[config.mk]
export PLATFORM = sky130hd
export DESIGN_NAME = insertion_sorter_top
export DESIGN_NICKNAME = d
export VERILOG_FILES = /design/src/hdl/ins_sort_pkg.sv /design/src/hdl/ins_sort_cell.sv /design/src/hdl/insertion_sorter_top.sv
export VERILOG_INCLUDE_DIRS = /design/src /design/src/hdl
export SDC_FILE = /design/constraint.sdc
export NUM_CORES = 2
export LEC_CHECK = 0
export BUFFER_PORTS_ARGS = -buffer_cell sky130_fd_sc_hd__buf_2
export CAP_MARGIN = 0
export CORE_ASPECT_RATIO = 1.2
export CORE_MARGIN = 5
export CORE_UTILIZATION = 65
export CTS_CLUSTER_SIZE = 40
export DETAILED_ROUTE_END_ITERATION = 6
export PLACE_DENSITY = 0.82
export SETUP_SLACK_MARGIN = 0.5
export SYNTH_ARGS = -nofsm -noshare
export SYNTH_HDL_FRONTEND = slang
export SYNTH_HIERARCHICAL = 1
export SYNTH_SLANG_ARGS = --single-unit
[constraint.sdc]
create_clock -name clock -period 4.42 [get_ports clock]
set_clock_uncertainty 0.1 [all_clocks]
set_input_delay 0.442 -clock clock [delete_from_list [all_inputs] [get_ports clock]]
set_output_delay 0.442 -clock clock [all_outputs]
set_load 0.005 [all_outputs]
[src/hdl/insertion_sorter_top_assert.svh]
// Assertion macros shared by the insertion sorter RTL.
// No dependencies; included inside module bodies after the package import.
`ifndef INSERTION_SORTER_TOP_ASSERT_SVH
`define INSERTION_SORTER_TOP_ASSERT_SVH

// Same-cycle implication, gated off during reset.
`define IST_ASSERT_IMP(lbl, clk, rst, ante, cons, msg) \
   lbl: assert property (@(posedge clk) disable iff (rst) (ante) |-> (cons)) \
      else $error(msg);

// Next-cycle implication, gated off during reset.
`define IST_ASSERT_NXT(lbl, clk, rst, ante, cons, msg) \
   lbl: assert property (@(posedge clk) disable iff (rst) (ante) |=> (cons)) \
      else $error(msg);

`endif

[src/hdl/ins_sort_pkg.sv]
`timescale 1ns / 1ps
// Shared types and constants for the insertion sorter.
// No dependencies.
package ins_sort_pkg;

   localparam int CAPACITY = 16;
   localparam int CNT_W    = $clog2(CAPACITY + 1);

   typedef struct packed {
      logic signed [31:0] value;
      logic               last;
   } req_type;

   typedef struct packed {
      logic signed [31:0] sorted_value;
      logic               last_out;
      logic               overflow;
   } rsp_type;

   // Broadcast from the controller to every cell.
   typedef struct packed {
      logic               insert;
      logic               shift;
      logic signed [31:0] key;
   } cell_ctrl_type;

endpackage

[src/hdl/ins_sort_cell.sv]
`timescale 1ns / 1ps
// One compare-and-shift cell of the sorting chain.
// Depends on ins_sort_pkg.
module ins_sort_cell (
   input  logic                        clock,
   input  ins_sort_pkg::cell_ctrl_type ctrl,
   input  logic                        occupied,
   input  logic                        left_gt,
   input  logic signed [31:0]          left_value,
   input  logic signed [31:0]          right_value,
   output logic                        gt,
   output logic signed [31:0]          value
);
   import ins_sort_pkg::*;

   logic signed [31:0] value_ff;
   logic signed [31:0] value_in;

   // Empty cells count as greater so the key lands at the first free slot.
   // Strict compare keeps equal values in arrival order.
   assign gt = !occupied || (value_ff > ctrl.key);

   always_comb begin
      value_in = value_ff;
      if (ctrl.insert && gt) begin
         value_in = left_gt ? left_value : ctrl.key;
      end else if (ctrl.shift) begin
         value_in = right_value;
      end
   end

   always_ff @(posedge clock) begin
      value_ff <= value_in;
   end

   assign value = value_ff;

endmodule

[src/hdl/insertion_sorter_top.sv]
`timescale 1ns / 1ps
// Insertion sorter: controller, output register and the chain of cells.
// Depends on ins_sort_pkg, ins_sort_cell and insertion_sorter_top_assert.svh.
//
// Usage:
//   req_ carries one signed value per transfer, with last on the final one of
//   a run. Each value is inserted into the cell chain in the cycle it is
//   accepted, so loading runs at one item per cycle. Values beyond CAPACITY
//   are dropped and the run is marked overflowed.
//   After the last item the chain shifts toward cell 0 and emits one sorted
//   value per cycle on rsp_ while rsp_stall stays low, ascending, last_out on
//   the final one. The last input transfer moves the controller into the
//   drain state, which then loads the first result into the output register.
//   req_stall is high while the chain drains; the next run may start while
//   the final result still sits in the output register.
//   rsp_stall holds the output register and pauses the drain, nothing is lost.
//   Reset (synchronous) empties the chain and clears the overflow mark.
module insertion_sorter_top (
   input  logic                  clock,
   input  logic                  reset,
   input  logic                  req_valid,
   output logic                  req_stall,
   input  ins_sort_pkg::req_type req_data,
   output logic                  rsp_valid,
   input  logic                  rsp_stall,
   output ins_sort_pkg::rsp_type rsp_data
);
   import ins_sort_pkg::*;
   `include "insertion_sorter_top_assert.svh"

   localparam logic ST_LOAD  = 1'b0;
   localparam logic ST_DRAIN = 1'b1;

   logic             state_ff, state_in;
   logic [CNT_W-1:0] count_ff, count_in;
   logic             dropped_ff, dropped_in;
   logic             rsp_valid_ff, rsp_valid_in;
   rsp_type          rsp_data_ff, rsp_data_in;

   logic          accept;
   logic          full;
   logic          load_out;
   cell_ctrl_type ctrl;

   logic               occ  [CAPACITY];
   logic               gt   [CAPACITY];
   logic signed [31:0] vals [CAPACITY];

   assign req_stall = (state_ff == ST_DRAIN);
   assign accept    = req_valid && !req_stall;
   assign full      = (count_ff == CNT_W'(CAPACITY));
   assign load_out  = (state_ff == ST_DRAIN) && (!rsp_valid_ff || !rsp_stall);

   assign ctrl.insert = accept && !full;
   assign ctrl.shift  = load_out;
   assign ctrl.key    = req_data.value;

   genvar i;
   generate
      for (i = 0; i < CAPACITY; i++) begin : g_cell
         logic               lgt;
         logic signed [31:0] lval;
         logic signed [31:0] rval;

         assign occ[i] = (CNT_W'(i) < count_ff);
         if (i == 0) begin : g_first
            assign lgt  = 1'b0;
            assign lval = vals[0];
         end else begin : g_mid
            assign lgt  = gt[i-1];
            assign lval = vals[i-1];
         end
         if (i == CAPACITY - 1) begin : g_end
            assign rval = vals[i];
         end else begin : g_inner
            assign rval = vals[i+1];
         end

         ins_sort_cell u_cell (
            .clock       (clock),
            .ctrl        (ctrl),
            .occupied    (occ[i]),
            .left_gt     (lgt),
            .left_value  (lval),
            .right_value (rval),
            .gt          (gt[i]),
            .value       (vals[i])
         );
      end
   endgenerate

   always_comb begin
      state_in     = state_ff;
      count_in     = count_ff;
      dropped_in   = dropped_ff;
      rsp_valid_in = rsp_valid_ff && rsp_stall;
      rsp_data_in  = rsp_data_ff;
      unique case (state_ff)
         ST_LOAD: begin
            if (accept) begin
               if (full) begin
                  dropped_in = 1'b1;
               end else begin
                  count_in = count_ff + CNT_W'(1);
               end
               if (req_data.last) begin
                  state_in = ST_DRAIN;
               end
            end
         end
         ST_DRAIN: begin
            if (load_out) begin
               rsp_valid_in             = 1'b1;
               rsp_data_in.sorted_value = vals[0];
               rsp_data_in.last_out     = (count_ff == CNT_W'(1));
               rsp_data_in.overflow     = dropped_ff;
               count_in                 = count_ff - CNT_W'(1);
               if (count_ff == CNT_W'(1)) begin
                  state_in   = ST_LOAD;
                  dropped_in = 1'b0;
               end
            end
         end
         default: state_in = ST_LOAD;
      endcase
   end

   always_ff @(posedge clock) begin
      if (reset) begin
         state_ff     <= ST_LOAD;
         count_ff     <= '0;
         dropped_ff   <= 1'b0;
         rsp_valid_ff <= 1'b0;
      end else begin
         state_ff     <= state_in;
         count_ff     <= count_in;
         dropped_ff   <= dropped_in;
         rsp_valid_ff <= rsp_valid_in;
      end
      rsp_data_ff <= rsp_data_in;
   end

   assign rsp_valid = rsp_valid_ff;
   assign rsp_data  = rsp_data_ff;

   `IST_ASSERT_IMP(a_count_range, clock, reset, 1'b1, count_ff <= CNT_W'(CAPACITY), "count over capacity")
   `IST_ASSERT_IMP(a_drain_nonempty, clock, reset, state_ff == ST_DRAIN, count_ff != '0, "drain with empty chain")
   `IST_ASSERT_NXT(a_final_clears, clock, reset, load_out && (count_ff == CNT_W'(1)), (state_ff == ST_LOAD) && (count_ff == '0) && !dropped_ff && rsp_data_ff.last_out, "final result did not clear run")

endmodule

# Word-level counts from Yosys, hierarchy flattened
# Index checks and enable logic that the tools add are counted.
[totals]
register_bits = 554
latchBits = 0
ramBits = 0
mem_bits_ro = 0
out_inout_bits = 36
elab_cells = 201
memories = 0
[op_classes]
add_sub_neg = 2
n_mul = 0
div = 0
magnitude_cmp = 32
n_eq_ne = 7
n_shift = 0
muxes = 61
n_bitwise = 1
n_reduce_logical = 75
[op_table]
columns = ["op", "count"]
rows = [
  ["$mux 32", 45],
  ["$gt 32x32->1", 16],
  ["$lt 4x5->1 const A", 8],
  ["$reduce_bool 2->1", 15],
  ["$logic_and 1x1->1", 20],
  ["$logic_not 1->1", 20],
  ["$lt 3x5->1 const A", 4],
  ["$logic_or 1x1->1", 17],
  ["$mux 5", 3],
  ["$lt 1x5->1 const A", 2],
  ["$lt 2x5->1 const A", 2],
  ["$mux 1", 10],
  ["$pmux 5 s2", 1],
  ["$ne 2x2->1 const B", 3],
  ["$add 5x1->5 const B", 1],
  ["$eq 5x1->1 const B", 1],
  ["$eq 5x5->1 const B", 1],
  ["$sub 5x1->5 const B", 1],
  ["$ne 2x1->1 const B", 2],
  ["$pmux 1 s2", 2],
  ["$reduce_and 4->1", 1],
  ["$reduce_and 3->1", 1],
  ["$reduce_and 2->1", 1],
  ["$not 1->1", 1],
]

# Logic depth before layout (Yosys ltp)
[logic_depth]
word_depth = 5
depth_mapped = 14
mapped_depth_nobuf = 12

# Cells and area by module
# The synthesis kept the hierarchy.
[by_module_without_submodules]
columns = ["mod", "n_inst", "cells_each", "area_per_inst_um2", "seq_area_each_um2"]
rows = [
  ["ins_sort_cell (g_cell[0].u_cell ...)", 15, 263, 2676.3, 960.9],
  ["ins_sort_cell (g_cell[15].u_cell)", 1, 261, 2651.3, 960.9],
  ["insertion_sorter_top", 1, 113, 1614.0, 1181.1],
]

# Least setup slack after synthesis
# No wires, ideal clock.
[synth_path]
path_type = "reg2reg"
from = "register count_ff[0]"
to = "register g_cell[15].u_cell.value_ff[0], enable pin"
setup_time_ps = 375
arrival_time_ps = 2938
setup_slack_ps = 1007
path_stages_with_launch = 9
n_path_buf = 1
cell_sequence = "dfxtp_1 -> inv_1 -> ha_1 -> nand4bb_1 -> and2_1 -> inv_1 -> o311ai_2 -> buf_6 -> or2_2"
[synth_rtl]
columns = ["item", "line", "rtl"]
rows = [
  ["from (decl)", "insertion_sorter_top.sv:35", "logic [CNT_W-1:0] count_ff, count_in;"],
  ["from (signal assigned)", "insertion_sorter_top.sv:136", "count_ff <= count_in;"],
  ["to (signal assigned)", "ins_sort_cell.sv:33", "value_ff <= value_in;"],
  ["to (decl)", "ins_sort_cell.sv:16", "logic signed [31:0] value_ff;"],
]

==> results.sh <==
export IMPL_r2r_slack_ps=640
export IMPL_grt_pass1_vias=33000
export IMPL_worst_path_largest_cell_delay_ps=620
export IMPL_power_total_mw=35.8
export IMPL_clkPwrFrac=0.152
export IMPL_share_seq_of_total_power=0.354
export IMPL_r2r_start="req_stall"
export IMPL_finalSetupViolations=0
export IMPL_tritoncts="yes"
export IMPL_initialDrtViolationCount=2316
export IMPL_power_switching_mw=13.2
export IMPL_hold_end="count_ff[3]"
export IMPL_core_area_sq_um=68100
export IMPL_grt_max_degree=64
export IMPL_cts_root_buf="clkbuf_16"
export IMPL_swShare=0.370
export IMPL_path_cells="nor2b_1, and2_1, buf_4, and3_4, o21ai_1, o311ai_4, buf_4, mux2_2"
export IMPL_path_buf_inv=2
export IMPL_clock_path_buffers=3
export IMPL_slew_headroom=0.340
export IMPL_intPower_mw=22.6
export IMPL_worstPathMaxFanout=32
export IMPL_worstSetupPathType="register to register"
export IMPL_clock_sinks=554
export IMPL_cts_buffers=61
export IMPL_syn_avg_cell_area_sq_um=10.3
export IMPL_grt_pass1_wl_um=164000
export IMPL_dpl_hpwl_um=78800
export IMPL_cpMaxStageDelayCell="nor2b_1"
export IMPL_ys_warn_count=6
export IMPL_fp_dieW_um=249
export IMPL_synth_nets=4867
export IMPL_grt_use_total=0.266
export IMPL_p_leak_nw=22.6
export IMPL_die_area_sq_um=73600
export IMPL_rows=105
export IMPL_syn_area_sq_um=44400
export IMPL_ant_nets=0
export IMPL_finalMaxSlewViolations=0
export IMPL_initial_core_util=0.652
export IMPL_wirelength_um=102000
export IMPL_io_pins=73
export IMPL_via_per_inst=6.05
export IMPL_status="complete, no violations"
export IMPL_h_tree_depth=2
export IMPL_ir_drop_mv=0.554
export IMPL_worstHoldPathType="input port to register"
export IMPL_regToRegEndpoint="g_cell[0].u_cell/value[31]"
export IMPL_p_per_area_nw_per_um2=752
export IMPL_whs_ps=49.4
export IMPL_crit_path_end_kind="register"
export IMPL_fmax_mhz=264
export IMPL_min_delay_path_depth=2
export IMPL_rsz0062_at_grt="false"
export IMPL_cts_setup_buffers=0
export IMPL_worstMarginPinSlew_ps=982
export IMPL_cap_violations=0
export IMPL_path_clk_slew_ps=70
export IMPL_synth_cells=4315
export IMPL_io_buffers=72
export IMPL_fin_setup_tns_ps=0
export IMPL_reg2regPathDepth=8
export IMPL_drive_gt1_frac=0.197
export IMPL_first_pass_iters=6
export IMPL_drc=0
export IMPL_wl_per_cell_um=19.2
export IMPL_combPwrFrac=0.494
export IMPL_required_ps=4700
export IMPL_crit_path_frequent_cell="buf_4"
export IMPL_dieHeight_um=296
export IMPL_start_kind="register"
export IMPL_hold_start="reset"
export IMPL_antenna_found_initial=3
export IMPL_gp_congestion=0.891
export IMPL_hold_viol=0
export IMPL_cp_top_family="simple AND/OR/NAND/NOR gates"
export IMPL_grt_remaining_overflow=0
export IMPL_vias=32100
export IMPL_clkLatencyLatePin_ps=640
export IMPL_fin_crit_sh=0.856
export IMPL_period_minus_slack_ps=3780
export IMPL_fin_nets=4903
export IMPL_worstPathArrival_ps=4060
export IMPL_area_growth_pct=7.26
==> flip-flops by register name, summed over array words and instances (netlist names) <==
name                 cells
dropped_ff               1
rsp_valid                1
count_ff                 5
req_stall                1
rsp_data                34
g_cell.u_cell/value    512
==> worst max path at each step <==
| stage | from | end | slack (ps) | depth (start not counted) |
|---|---|---|---|---|
| 2_1_floorplan | count_ff[0] | g_cell[15].u_cell/value[0] | 1010 | 8 |
| 3_3_place_gp | req_data[32] | g_cell[14].u_cell/value[21] | 410 | 13 |
| 3_5_place_dp | req_data[32] | g_cell[14].u_cell/value[21] | 290 | 13 |
| 4_1_cts | req_stall | g_cell[0].u_cell/value[31] | 670 | 8 |
| 5_1_grt | count_ff[1] | g_cell[0].u_cell/value[31] | 540 | 10 |
| 6_report | req_stall | g_cell[0].u_cell/value[31] | 640 | 8 |
==> per-layer routing <==
metal  vias up  routed length [um]  global-route usage
met5         -                   0                   0
met4         0                4130               0.107
met3       223                4550              0.0277
met2       885               51500               0.493
met1     15400               41800               0.319
li1      15600                   -                   -
==> worst register-to-register path, cell delays in order, from the launching register on <==
cell and delay [ps]:
dfxtp_1 500, nor2b_1 620, and2_1 570, buf_4 340
and3_4 240, o21ai_1 100, o311ai_4 110, buf_4 550
mux2_2 410
==> stage by stage <==
stage	util	cell area, sq um	std cells	setup WS, ps
5_1_grt	0.700	47600	5313	542
2_1_floorplan	-	44400	4315	1010
4_1_cts	0.699	47600	5310	670
6_report	0.700	47600	5313	637
3_5_place_dp	0.668	45500	5193	285
3_3_place_gp	0.668	45500	5193	406
==> cell type report <==
cell class,count,area [sq um]
multi-input combinational,3031,24700
sequential,554,16600
timing repair buffer,138,966
clock buffer,74,1630
fill,4940,20400
inverter,565,2120
tap,909,1140
antenna,3,7.51
clock inverter,39,468
==> layout by cell type (no fill, tap or decap), types with 16 or more instances in the layout <==
cell type  instances
nor3_1            50
nor2b_1           17
o21ai_0          565
nand4_1          128
nand2_1          646
clkbuf_16         63
or4_4             16
o211ai_1          32
a221oi_1          16
ha_1             515
o21a_1            16
inv_1            565
a2bb2oi_2         16
buf_4             54
mux2_4           465
o311ai_4          16
nand3_1           49
mux2_2            64
or3_1             18
or2_2             16
edfxtp_1         546
a21o_1            17
a21oi_1          263
buf_2             72
==> power groups by stage <==
stage / clock network (mW) / logic, mW / registers (mW)
6_report: 5.44 / 17.7 / 12.7
5_1_grt: 5.75 / 19.4 / 13.0
4_1_cts: 5.53 / 17.6 / 12.6
3_5_place_dp: 0 / 17.4 / 12.7
2_1_floorplan: 0 / 14.4 / 11.7
3_3_place_gp: 0 / 16.6 / 12.5
==> timing repair <==
action / 4_1_cts / 5_1_grt
endpoints found under the hold margin: 2 / 0
hold buffers: 4 / 0
gates resized for setup: 0 / 1
endpoints found under the setup margin: 0 / 1
No activity file was read; power rests on OpenSTA's default activity.
